===== config.mk =====
export PLATFORM = sky130hd
export DESIGN_NAME = multi_channel_pulse_generator
export DESIGN_NICKNAME = d
export VERILOG_FILES = /design/src/rtl/mcpg_pkg.sv /design/src/rtl/mcpg_in_stage.sv /design/src/rtl/mcpg_engine.sv /design/src/rtl/multi_channel_pulse_generator.sv
export VERILOG_INCLUDE_DIRS = /design/src /design/src/rtl
export SDC_FILE = /design/constraint.sdc
export NUM_CORES = 1
export LEC_CHECK = 0
export ABC_CLOCK_PERIOD_IN_PS = 5850
export BUFFER_PORTS_ARGS = -buffer_cell sky130_fd_sc_hd__buf_2
export CORE_ASPECT_RATIO = 1.25
export CORE_MARGIN = 3
export CORE_UTILIZATION = 57
export CTS_CLUSTER_DIAMETER = 150
export DETAILED_ROUTE_END_ITERATION = 10
export PLACE_DENSITY = 0.86
export RECOVER_POWER = 100
export SETUP_SLACK_MARGIN = 0.2
export SLEW_MARGIN = 20
export SYNTH_ARGS = -nofsm -noshare
export SYNTH_HDL_FRONTEND = slang
export SYNTH_HIERARCHICAL = 1
export SYNTH_SLANG_ARGS = --single-unit

===== constraint.sdc =====
create_clock -name clk -period 5.85 [get_ports clk]
set_input_delay 1.17 -clock clk [delete_from_list [all_inputs] [get_ports clk]]
set_output_delay 1.17 -clock clk [all_outputs]
set_load 0.005 [all_outputs]

===== src/rtl/multi_channel_pulse_generator_macros.svh =====
// assertion macros shared by the pulse generator rtl
`ifndef MULTI_CHANNEL_PULSE_GENERATOR_MACROS_SVH
`define MULTI_CHANNEL_PULSE_GENERATOR_MACROS_SVH

// same-cycle implication, checked on every clock edge out of reset
`define MCPG_ASSERT_IMP(lbl, ante, cons, msg) \
	lbl: assert property (@(posedge clk) disable iff (!arst_n) (ante) |-> (cons)) \
		else $error(msg);

// next-cycle implication
`define MCPG_ASSERT_NXT(lbl, ante, cons, msg) \
	lbl: assert property (@(posedge clk) disable iff (!arst_n) (ante) |=> (cons)) \
		else $error(msg);

`endif


===== src/rtl/mcpg_pkg.sv =====
// shared types and constants of the pulse generator
`default_nettype none
package mcpg_pkg;

	localparam int CHANNELS      = 8;
	localparam int CH_W          = 3;
	localparam int W_W           = 16;
	localparam int MASK_W        = 8;
	localparam int CFG_IDX_W     = 2;
	localparam int CFG_DATA_W    = 16;

	localparam logic [W_W-1:0] MIN_WIDTH     = 16'd1000;
	localparam logic [W_W-1:0] DEFAULT_WIDTH = 16'd1500;
	localparam logic [W_W-1:0] MIN_PERIOD    = 16'd2;

	localparam logic [W_W-1:0]    RST_PERIOD = 16'd2500;
	localparam logic [W_W-1:0]    RST_COMMIT = 16'd100;
	localparam logic [MASK_W-1:0] RST_MASK   = 8'd0;

	typedef enum logic [CFG_IDX_W-1:0] {
		CFG_PERIOD = 2'd0,
		CFG_COMMIT = 2'd1,
		CFG_MASK   = 2'd2
	} cfg_reg_t;

	typedef enum logic {
		KIND_TICK = 1'b0,
		KIND_SET  = 1'b1
	} kind_t;

	typedef struct packed {
		logic            hold;
		logic [W_W-1:0]  width;
		logic [CH_W-1:0] channel;
		kind_t           kind;
	} item_t;

	typedef struct packed {
		logic [W_W-1:0]    width_readback;
		logic              period_start;
		logic [MASK_W-1:0] pin_levels;
	} result_t;

	typedef struct packed {
		logic                  we;
		logic [CFG_IDX_W-1:0]  index;
		logic [CFG_DATA_W-1:0] data;
	} cfg_wr_t;

endpackage
`default_nettype wire


===== src/rtl/mcpg_in_stage.sv =====
// input register stage of the pulse generator
`default_nettype none
module mcpg_in_stage (
	input  wire logic           clk,
	input  wire logic           arst_n,
	input  wire logic           in_valid,
	output logic                in_ready,
	input  wire mcpg_pkg::item_t in_item,
	input  wire logic           take,
	output logic                item_valid_s1,
	output mcpg_pkg::item_t     item_s1
);

	// refill in the same cycle the held request moves on
	assign in_ready = !item_valid_s1 || take;

	always_ff @(posedge clk or negedge arst_n) begin
		if (!arst_n) begin
			item_valid_s1 <= 1'b0;
		end else if (in_ready) begin
			item_valid_s1 <= in_valid;
		end
	end

	always_ff @(posedge clk) begin
		if (in_ready && in_valid) begin
			item_s1 <= in_item;
		end
	end

endmodule
`default_nettype wire


===== src/rtl/mcpg_engine.sv =====
// period counter, width buffers and pin levels of the pulse generator
`default_nettype none
`include "multi_channel_pulse_generator_macros.svh"
module mcpg_engine (
	input  wire logic             clk,
	input  wire logic             arst_n,
	input  wire mcpg_pkg::cfg_wr_t cfg,
	input  wire logic             fire,
	input  wire mcpg_pkg::item_t  item,
	output mcpg_pkg::result_t     result
);

	logic [mcpg_pkg::W_W-1:0]    period_q, commit_q, tick_q;
	logic [mcpg_pkg::MASK_W-1:0] mask_q, level_q;
	logic                        pending_q;
	logic [mcpg_pkg::W_W-1:0]    staged_q [mcpg_pkg::CHANNELS];
	logic [mcpg_pkg::W_W-1:0]    active_q [mcpg_pkg::CHANNELS];

	logic [mcpg_pkg::W_W-1:0]    period_d, commit_d, tick_d;
	logic [mcpg_pkg::MASK_W-1:0] mask_d, level_d;
	logic                        pending_d;
	logic [mcpg_pkg::W_W-1:0]    staged_d [mcpg_pkg::CHANNELS];
	logic [mcpg_pkg::W_W-1:0]    active_d [mcpg_pkg::CHANNELS];

	logic [mcpg_pkg::W_W-1:0]    per_eff, hi, req_clip, req_w;
	logic [mcpg_pkg::W_W:0]      tick_inc;
	logic                        is_start, is_commit;
	logic [mcpg_pkg::MASK_W-1:0] new_mask, added;

	// effective period and clamp bounds
	assign per_eff  = (period_q < mcpg_pkg::MIN_PERIOD) ? mcpg_pkg::MIN_PERIOD : period_q;
	assign hi       = per_eff - 16'd1;
	assign req_clip = (item.width > hi) ? hi : item.width;
	assign req_w    = (req_clip < mcpg_pkg::MIN_WIDTH) ? mcpg_pkg::MIN_WIDTH : req_clip;
	assign tick_inc = {1'b0, tick_q} + 17'd1;
	assign is_start  = (tick_q == '0);
	assign is_commit = (tick_q == commit_q) && pending_q;
	assign new_mask  = cfg.data[mcpg_pkg::MASK_W-1:0];
	assign added     = new_mask & ~mask_q;

	always_comb begin
		period_d  = period_q;
		commit_d  = commit_q;
		mask_d    = mask_q;
		tick_d    = tick_q;
		level_d   = level_q;
		pending_d = pending_q;
		staged_d  = staged_q;
		active_d  = active_q;
		result    = '0;
		if (cfg.we) begin
			case (cfg.index)
				mcpg_pkg::CFG_PERIOD: period_d = cfg.data;
				mcpg_pkg::CFG_COMMIT: commit_d = cfg.data;
				mcpg_pkg::CFG_MASK: begin
					for (int ch = 0; ch < mcpg_pkg::CHANNELS; ch++) begin
						if (added[ch]) begin
							staged_d[ch] = mcpg_pkg::DEFAULT_WIDTH;
						end
					end
					if (new_mask != mask_q) begin
						pending_d = 1'b1;
					end
					mask_d  = new_mask;
					level_d = level_q & new_mask;
				end
				default: ;
			endcase
		end else if (fire) begin
			if (item.kind == mcpg_pkg::KIND_TICK) begin
				if (is_start) begin
					level_d = mask_q;
				end
				if (is_commit) begin
					active_d  = staged_q;
					pending_d = 1'b0;
				end
				for (int ch = 0; ch < mcpg_pkg::CHANNELS; ch++) begin
					if (active_d[ch] == tick_q) begin
						level_d[ch] = 1'b0;
					end
				end
				tick_d = (tick_inc >= {1'b0, per_eff}) ? '0 : tick_inc[mcpg_pkg::W_W-1:0];
				result.period_start = is_start;
			end else begin
				if (mask_q[item.channel] && (staged_q[item.channel] != req_w)) begin
					staged_d[item.channel] = req_w;
					if (!item.hold) begin
						pending_d = 1'b1;
					end
				end
				result.width_readback = staged_d[item.channel];
			end
			result.pin_levels = level_d;
		end
	end

	always_ff @(posedge clk or negedge arst_n) begin
		if (!arst_n) begin
			period_q  <= mcpg_pkg::RST_PERIOD;
			commit_q  <= mcpg_pkg::RST_COMMIT;
			mask_q    <= mcpg_pkg::RST_MASK;
			tick_q    <= '0;
			level_q   <= '0;
			pending_q <= 1'b0;
			for (int ch = 0; ch < mcpg_pkg::CHANNELS; ch++) begin
				staged_q[ch] <= mcpg_pkg::DEFAULT_WIDTH;
				active_q[ch] <= mcpg_pkg::DEFAULT_WIDTH;
			end
		end else begin
			period_q  <= period_d;
			commit_q  <= commit_d;
			mask_q    <= mask_d;
			tick_q    <= tick_d;
			level_q   <= level_d;
			pending_q <= pending_d;
			staged_q  <= staged_d;
			active_q  <= active_d;
		end
	end

	`MCPG_ASSERT_IMP(a_level_in_mask, 1'b1, (level_q & ~mask_q) == '0, "pin high on detached channel")
	`MCPG_ASSERT_NXT(a_commit_clears, fire && !cfg.we && item.kind == mcpg_pkg::KIND_TICK && is_commit, !pending_q, "commit left pending set")
	`MCPG_ASSERT_NXT(a_count_step, fire && !cfg.we && item.kind == mcpg_pkg::KIND_TICK && is_start, tick_q == 16'd1, "count did not leave zero")

endmodule
`default_nettype wire


===== src/rtl/multi_channel_pulse_generator.sv =====
// top level of the multi-channel pulse generator
// usage:
//  - s_* channel takes one request per handshake: tuser selects a one microsecond tick
//    or a width update for one channel; tdata carries channel, width and hold
//  - m_* channel returns exactly one result per request, in order: pin levels after
//    the request, a period start flag and the clamped staged width read back
//  - cfg_* channel writes period_ticks (0), commit_point (1) and channel_mask (2);
//    writes are taken every cycle and are meant for when no request is in flight
//  - registers: a request is held in the input register, then its result in the
//    result register, which drives m_*
//  - throughput: one request per cycle unless m_tready stalls the result register,
//    set by the combinational counter, width buffer and pin level update in between
//  - reset: tick count zero, all widths at the default, no commit pending,
//    all pins low, registers at their reset values, both channels empty
//  - stall: while m_tready is low the result register holds; one more request
//    waits in the input register, after which s_tready drops
`default_nettype none
`include "multi_channel_pulse_generator_macros.svh"
module multi_channel_pulse_generator (
	input  wire logic        clk,
	input  wire logic        arst_n,
	// request stream
	input  wire logic        s_tvalid,
	output logic             s_tready,
	input  wire logic [23:0] s_tdata,   // channel[2:0], width[18:3], hold[19], zero pad
	input  wire logic [0:0]  s_tuser,   // kind[0]
	// result stream
	output logic             m_tvalid,
	input  wire logic        m_tready,
	output logic [31:0]      m_tdata,   // pin_levels[7:0], period_start[8],
	                                    // width_readback[24:9], zero pad
	// register writes
	input  wire logic        cfg_valid,
	output logic             cfg_ready,
	input  wire logic [1:0]  cfg_index,
	input  wire logic [15:0] cfg_data
);

	mcpg_pkg::item_t   in_item, item_s1;
	mcpg_pkg::result_t result, result_q;
	mcpg_pkg::cfg_wr_t cfg;
	logic              item_valid_s1, fire, out_valid_q;

	// unpack the request
	always_comb begin
		in_item.kind    = mcpg_pkg::kind_t'(s_tuser[0]);
		in_item.channel = s_tdata[2:0];
		in_item.width   = s_tdata[18:3];
		in_item.hold    = s_tdata[19];
	end

	// register writes never stall
	assign cfg_ready = 1'b1;
	assign cfg.we    = cfg_valid;
	assign cfg.index = cfg_index;
	assign cfg.data  = cfg_data;

	// a held request is taken whenever the result register can take it; the engine skips it during a register write
	assign fire = item_valid_s1 && (!out_valid_q || m_tready);

	mcpg_in_stage u_in (
		.clk          (clk),
		.arst_n       (arst_n),
		.in_valid     (s_tvalid),
		.in_ready     (s_tready),
		.in_item      (in_item),
		.take         (fire),
		.item_valid_s1(item_valid_s1),
		.item_s1      (item_s1)
	);

	mcpg_engine u_engine (
		.clk   (clk),
		.arst_n(arst_n),
		.cfg   (cfg),
		.fire  (fire),
		.item  (item_s1),
		.result(result)
	);

	// result register
	always_ff @(posedge clk or negedge arst_n) begin
		if (!arst_n) begin
			out_valid_q <= 1'b0;
		end else if (!out_valid_q || m_tready) begin
			out_valid_q <= item_valid_s1;
		end
	end

	always_ff @(posedge clk) begin
		if (fire) begin
			result_q <= result;
		end
	end

	assign m_tvalid = out_valid_q;
	assign m_tdata  = {7'd0, result_q.width_readback, result_q.period_start,
		result_q.pin_levels};

	`MCPG_ASSERT_IMP(a_stall_full, !s_tready, item_valid_s1 && out_valid_q && !m_tready, "input stalled with room")
	`MCPG_ASSERT_NXT(a_fire_fills, fire, out_valid_q, "processed request lost")

endmodule
`default_nettype wire

### Yosys cells after proc, flatten, opt, wreduce, memory -nomap -nowiden

Cells that the tools add are included.

* flip-flop bits (word level): 369
* bits of input ports: 48
* output and inout bits: 35
* word-level logic and storage cells: 157

* $add $sub $neg: 2
* $lt $le $gt $ge: 7
* eq/ne operators: 25
* muxes and demuxes: 56
* bitwise gates (word level): 6
* reduce and logical (&&, ||, !) cells: 30

Operator list (number)
* $mux 128: 12
* $mux 16: 17
* $eq 16x16->1: 9
* $bwmux 128: 1
* $bmux 16 s3: 2
* $demux 16 s3: 1
* $mux 8: 5
* $reduce_and 4->1: 8
* $ne 2x1->1 const B: 10
* $add 16x1->17 const B: 1
* $ge 17x16->1: 1
* $mux 1: 17
* $and 8x8->8: 2
* $gt 16x16->1: 1
* $logic_not 16->1: 1
* $lt 16x10->1 const B: 1
* $lt 16x2->1 const B: 1
* $ne 16x16->1: 1
* $sub 16x1->16 const B: 1
* $ne 8x8->1: 1
* $not 8->8: 1
* $reduce_and 2->1: 4
* $reduce_and 6->1: 1
* $logic_and 1x1->1: 5
* 17 further kinds: 22

### Depth between registers and ports, before layout

* depth in word-level cells: 16
* gate-level depth with buffers: 26
* depth with buffers taken out: 22

### Cells and area by module

Netlist, hierarchy kept.

Modules (own cells, without submodules)
* mcpg_engine: times used 1, cells an instance 2192, area each 20089.3 um^2, sequential area each 8182.8 um^2
* multi_channel_pulse_generator: times used 1, cells an instance 39, area each 862.1 um^2, sequential area each 775.7 um^2
* mcpg_in_stage: times used 1, cells an instance 25, area each 684.4 um^2, sequential area each 655.6 um^2

### Least setup slack after synthesis

OpenSTA, ideal clock, no wires.

* kind: reg2reg
* from: register u_engine/period_q[10] (netlist name)
* to: register result_q (netlist bit m_tdata[9]), data pin
* library setup time: 190 ps
* arrival time: 6039 ps
* required time: 5660 ps
* setup slack: -380 ps
* cell stages (with the launch flop): 26
* buffers on the path: 3
* period minus slack after synthesis: 6230 ps
* cell sequence: dfrtp_1 nor4_4 and4_1 nand2b_1 ha_1 nor4b_2 nand3_1 xnor2_1 inv_1 ha_1 nand4_1 nor4_1 a21boi_0 o31a_1 buf_2 mux2i_1 a2bb2oi_1 o2111ai_1 nor4_1 nand4b_2 buf_6 or2_1 buf_4 a21oi_1 a221oi_1 a2111oi_2

* cells in the longest elaborated chain, start to end: 16
* elaborated cells between the ends (all ways): 17
* classes of those cells: add/sub: 1; order compare: 3; eq/ne: 1; mux: 11; reduce/logical: 1

Ends and longest elaborated chain
* from (decl): RTL line mcpg_engine.sv:13 `logic [mcpg_pkg::W_W-1:0] period_q, commit_q, tick_q;`
* from (signal assigned): RTL line mcpg_engine.sv:100 `period_q <= mcpg_pkg::RST_PERIOD;`
* from (signal assigned): RTL line mcpg_engine.sv:111 `period_q <= period_d;`
* $lt 16x2->1: RTL line mcpg_engine.sv:31 `assign per_eff = (period_q < mcpg_pkg::MIN_PERIOD) ? mcpg_pkg::MIN_PERIOD : period_q;`
* $mux 16 (*): RTL line mcpg_engine.sv:31
* $sub 16x1->16 (*): RTL line mcpg_engine.sv:32 `assign hi = per_eff - 16'd1;`
* $gt 16x16->1: RTL line mcpg_engine.sv:33 `assign req_clip = (item.width > hi) ? hi : item.width;`
* $mux 16 (*): RTL line mcpg_engine.sv:33
* $lt 16x10->1: RTL line mcpg_engine.sv:34 `assign req_w = (req_clip < mcpg_pkg::MIN_WIDTH) ? mcpg_pkg::MIN_WIDTH : req_clip;`
* $mux 16 (*): RTL line mcpg_engine.sv:34
* $ne 16x16->1: RTL line mcpg_engine.sv:86 `if (mask_q[item.channel] && (staged_q[item.channel] != req_w)) begin`
* $logic_and 1x1->1: RTL line mcpg_engine.sv:86
* $mux 128 (*): RTL line mcpg_engine.sv:86
* $mux 128 (*): RTL line mcpg_engine.sv:70 `if (item.kind == mcpg_pkg::KIND_TICK) begin`
* $mux 128 (*): RTL line mcpg_engine.sv:69 `end else if (fire) begin`
* $mux 128 (*): RTL line mcpg_engine.sv:51 `if (cfg.we) begin`
* $bmux 16 s3 (*): RTL line mcpg_engine.sv:92 `result.width_readback = staged_d[item.channel];`
* $mux 16 (not written as such) (*) (2 in series): RTL line mcpg_engine.sv:92
* to (signal assigned): RTL line multi_channel_pulse_generator.sv:92 `result_q <= result;`
* to (decl): RTL line multi_channel_pulse_generator.sv:40 `mcpg_pkg::result_t result, result_q;`

Every way passes the cells marked *; elsewhere a longest branch is shown, timed or not. The select of a mux whose other input is x is not followed.
A chain may end at the register's enable or synchronous reset.

### Worst setup path in the final report

* from: register u_engine/period_q[2] (netlist name)
* to: register u_engine/staged_q[121] (netlist name)

* cells in the longest elaborated chain, start to end: 16
* elaborated cells between the ends (all ways): 17
* classes of those cells: add/sub: 1; order compare: 3; eq/ne: 1; mux: 11; reduce/logical: 1

Ends and longest elaborated chain
* $lt 16x2->1: RTL line mcpg_engine.sv:31
* $mux 16 (*): RTL line mcpg_engine.sv:31
* $sub 16x1->16 (*): RTL line mcpg_engine.sv:32
* $gt 16x16->1: RTL line mcpg_engine.sv:33
* $mux 16 (*): RTL line mcpg_engine.sv:33
* $lt 16x10->1: RTL line mcpg_engine.sv:34
* $mux 16 (*): RTL line mcpg_engine.sv:34
* $ne 16x16->1: RTL line mcpg_engine.sv:86
* $logic_and 1x1->1: RTL line mcpg_engine.sv:86
* $mux 128 (*): RTL line mcpg_engine.sv:86
* $mux 128 (*): RTL line mcpg_engine.sv:70
* $mux 128 (*): RTL line mcpg_engine.sv:69
* $mux 128 (*): RTL line mcpg_engine.sv:51
* $mux 128 (*): RTL line mcpg_engine.sv:70
* $mux 128 (*): RTL line mcpg_engine.sv:69
* $mux 128 (*): RTL line mcpg_engine.sv:51
* to (signal, indexed assignment): RTL line mcpg_engine.sv:107 `staged_q[ch] <= mcpg_pkg::DEFAULT_WIDTH;`
* to (signal assigned): RTL line mcpg_engine.sv:117 `staged_q <= staged_d;`
* to (decl): RTL line mcpg_engine.sv:16 `logic [mcpg_pkg::W_W-1:0] staged_q [mcpg_pkg::CHANNELS];`

Marked as above.

==> results_dict.tcl <==
set metrics [dict create \
    outcome "complete, but fails checks" \
    violations "capacitance limit, slew limit, setup timing" \
    r2r_slack_ns -0.11 \
    slowest_delay_ns 0.54 \
    yosysWarnings 6 \
    synth.area.top_cells "dfrtp_1 23%, dfstp_2 15%, nand2_1 8.7%" \
    initial_utilization_pct 57.9 \
    swShare_pct 36.1 \
    core-area_um2 37400 \
    drive_above_1_share_pct 28.5 \
    final_cell_area_um2 26600 \
    synth_area_um2 21600 \
    ys_ff_latch 369 \
    pwr-share-seq_pct 37.1 \
    seq_area_frac_synth_pct 44.4 \
    rr_startpoint "u_engine/period_q[2]$_DFFE_PN1P_" \
    clk_latency_ns 0.56 \
    yosys_most_used_dff "dfrtp_1" \
    drc 0 \
    yosysTopAreaCell "dfrtp_1" \
    area_growth_pct 22.8 \
    finalNonFillerCells 3003 \
    wl_um 94000 \
    critPathRequiredTime_ns 6.30 \
    wl_per_cell_um 31.3 \
    slowest_stage "dfstp_2" \
    seq_area_um2 9610 \
    reg2reg_depth 26 \
    synthCells 2256 \
    setup.worst_path.start "u_engine/period_q[2]$_DFFE_PN1P_" \
    cp-endpoint "u_engine/staged_q[121]$_DFFE_PN0P_" \
    ant_nets 0 \
    ctsLongestPathBuffers 3 \
    p_leak_nw 12.6 \
    path_class "reg -> reg" \
    grt_first_pass_wirelength_um 133000 \
    die_y_um 224 \
    setup_viol 70 \
    numPortBuffers 70 \
    critPathLaunchType "flip-flop" \
    ir_drop_v 0.000289 \
    fmax_mhz 168 \
    nFillCells 2578 \
    die_area_um2 40300 \
    drv_slew 506 \
    htree_levels 2 \
    drt_iter0_markers 2724 \
    cp.arrival_ns 6.41 \
    r2r-end "u_engine/staged_q[121]$_DFFE_PN0P_" \
    grt_use_total_pct 44.7 \
    cts_hold_buf 0 \
    avgSynthCellArea_um2 9.59 \
    fin_nets 2578 \
    root_buffer "clkbuf_16" \
    row_count 79 \
    io_pins 83 \
    cts_sinks 369 \
    synth_top_area_share_pct 23.5 \
    vias_per_cell 6.87 \
    place_ws_ns -0.493 \
    hold_viol_final 0 \
    gp_congestion 1.04 \
    fin_ws_ns -0.113 \
    drv_cap 7 \
    place_area_um2 23800 \
    p_clk_share_pct 29.7 \
    grt_max_degree 124 \
    min_period_over_period_pct 102 \
    route.vias.total 20616 \
    die_x_um 180 \
    grt-ovfl-total 0 \
    cts_inserted_buffers 38 \
    synth-async-reset-ratio_pct 87.5 \
    dp_hpwl_um 65100 \
    worstHoldPathType "reg -> reg" \
    hold_slack_ns 0.452 \
    relSlewSlack_pct -112 \
    p_int_w 0.00532 \
    comb_power_share_pct 33.1 \
    place_inst 2874 \
    period_needed_ns 5.96 \
    powerDensity_nw_per_um2 313 \
    tightest_slew_ns 3.19 \
    end_kind "flip-flop" \
    fin_worst_skew_ns 0.0163 \
    power.switching_w 0.00300 \
    synth_edf_count 46 \
    multi_input_area_um2 12300 \
    rsz0062_at_grt "true" \
    yosysUniqueCellTypes 93 \
    clk_pin_slew_ns 0.06 \
    path_max_fanout 6 \
    fin_setup_tns_ns -3.65 \
    grt_pass1_vias 19955 \
    cts_tree "done" \
    antenna_found_initial 4 \
    firstDrtPassIters 8 \
]
[routing by layer]
metal | global-route usage, % | up-vias | routed length, µm
met3 | 12.3 | 446 | 11200
met2 | 67.8 | 1531 | 41200
met5 | 0 | - | 13
met4 | 28.1 | 2 | 7570
met1 | 56.9 | 10157 | 34000
li1 | - | 8480 | -
[synth_stat cells, types with 13 or more instances]
master / instances
nand4_1: 35
nor2_1: 110
nand3_1: 27
a211oi_1: 13
nor4_1: 20
nor3_1: 39
o22a_1: 31
o21ai_0: 68
inv_1: 49
mux2_2: 43
ha_1: 43
mux2i_1: 154
a21oi_1: 72
o22ai_1: 33
clkbuf_1: 97
edfxtp_1: 46
o21a_1: 19
a2bb2oi_1: 28
nand2_1: 499
a22o_1: 39
buf_1: 22
a21o_1: 14
xor2_1: 55
dfstp_2: 120
dfrtp_1: 203
xnor2_1: 117
o2bb2ai_1: 35
[power by group through the flow]
stage / sequential (W) / clock, W / combinational, W
4_1_cts: 0.00306 / 0.00248 / 0.00248
2_1_floorplan: 0.00298 / 0 / 0.00122
3_3_place_gp: 0.00309 / 0 / 0.00220
6_report: 0.00309 / 0.00247 / 0.00276
5_1_grt: 0.00309 / 0.00257 / 0.00284
3_5_place_dp: 0.00310 / 0 / 0.00226
[sequential cells by signal, summed over array words and instances (netlist names)]
signal,flops
u_engine/period_q,16
u_engine/tick_q,16
u_engine/active_q,128
m_tdata,25
m_tvalid,1
u_in/item_s1,21
u_engine/staged_q,128
u_engine/pending_q,1
u_engine/commit_q,16
u_engine/mask_q,8
u_engine/level_q,8
u_in/item_valid_s1,1
[per-stage QoR]
stage / total power [W] / util, %
floorplan: 0.00419 / -
global route: 0.00851 / 71.1
detailed placement: 0.00536 / 63.6
global placement: 0.00528 / 63.6
CTS: 0.00802 / 69.0
finish: 0.00831 / 71.1
[repair_timing]
item	4_1_cts	5_1_grt
buffers inserted	33	14
gates cloned	6	6
gates resized for setup	93	168
pin swaps	34	71
setup endpoints to repair	145	145
[layout by cell type, fill, tap and decap left out, types with 10 or more instances in the layout]
cell type,count
o22ai_1,31
ha_1,42
a21oi_2,10
edfxtp_1,46
o21ai_0,60
a22oi_1,12
buf_12,14
clkbuf_1,33
dfrtp_1,203
nand2_1,488
nor2_1,97
buf_6,41
clkbuf_16,42
a21o_1,14
nand3b_1,10
nand3_1,26
xor2_1,54
nor4_1,15
mux2_2,40
xnor2_1,112
dfstp_2,120
buf_4,178
a2bb2oi_2,24
buf_2,56
inv_1,49
nand2b_1,10
o2bb2ai_2,23
a22o_1,39
nor3_1,31
mux2i_1,151
a21oi_1,63
o22a_1,31
nand4_1,35
o21a_1,12
o2bb2ai_1,11
[worst min-delay path by stage]
stage,startpoint,endpoint,slack (ns),depth (start not counted)
after floorplan,u_engine/active_q[118]$_DFFE_PN1P_,u_engine/active_q[118]$_DFFE_PN1P_,0.43,2
after detailed placement,u_engine/active_q[82]$_DFFE_PN1P_,u_engine/active_q[82]$_DFFE_PN1P_,0.44,2
after CTS,u_engine/active_q[82]$_DFFE_PN1P_,u_engine/active_q[82]$_DFFE_PN1P_,0.45,2
final,u_engine/active_q[82]$_DFFE_PN1P_,u_engine/active_q[82]$_DFFE_PN1P_,0.45,2
after global routing,u_engine/active_q[50]$_DFFE_PN1P_,u_engine/active_q[50]$_DFFE_PN1P_,0.46,2
after global placement,u_engine/active_q[2]$_DFFE_PN1P_,u_engine/active_q[2]$_DFFE_PN1P_,0.44,2
[final cells by class]
| type | count | area share (%) |
|---|---|---|
| Antenna cell | 1 | 0.00941 |
| Clock buffer | 58 | 4.18 |
| Clock inverter | 11 | 0.475 |
| Inverter | 53 | 0.748 |
| Multi-Input combinational cell | 1699 | 46.1 |
| Sequential cell | 369 | 36.2 |
| Tap cell | 486 | 2.29 |
| Timing Repair Buffer | 326 | 9.98 |
[critical path: cells and delay by family (launching register included)]
family,cells,cell delay [ns]
AO/OA/AOI/OAI,7,1.33
XOR/XNOR,1,0.49
adder cells (fa/ha/maj),1,0.38
buffers and inverters,8,1.17
flip-flops,1,0.54
AND/OR/NAND/NOR,9,1.93
[cell families after synthesis]
group / after synthesis / share of synthesized area, %
flops: 369 / 44.4
xor+xnor: 173 / 7.04
fa+ha+maj: 43 / 2.49
buf+inv: 196 / 3.70
mux: 201 / 9.78
other cells: 2 / 0.0347
simple gates: 816 / 17.2
compound gates: 456 / 15.3
Power figures use the tool's default switching activity.
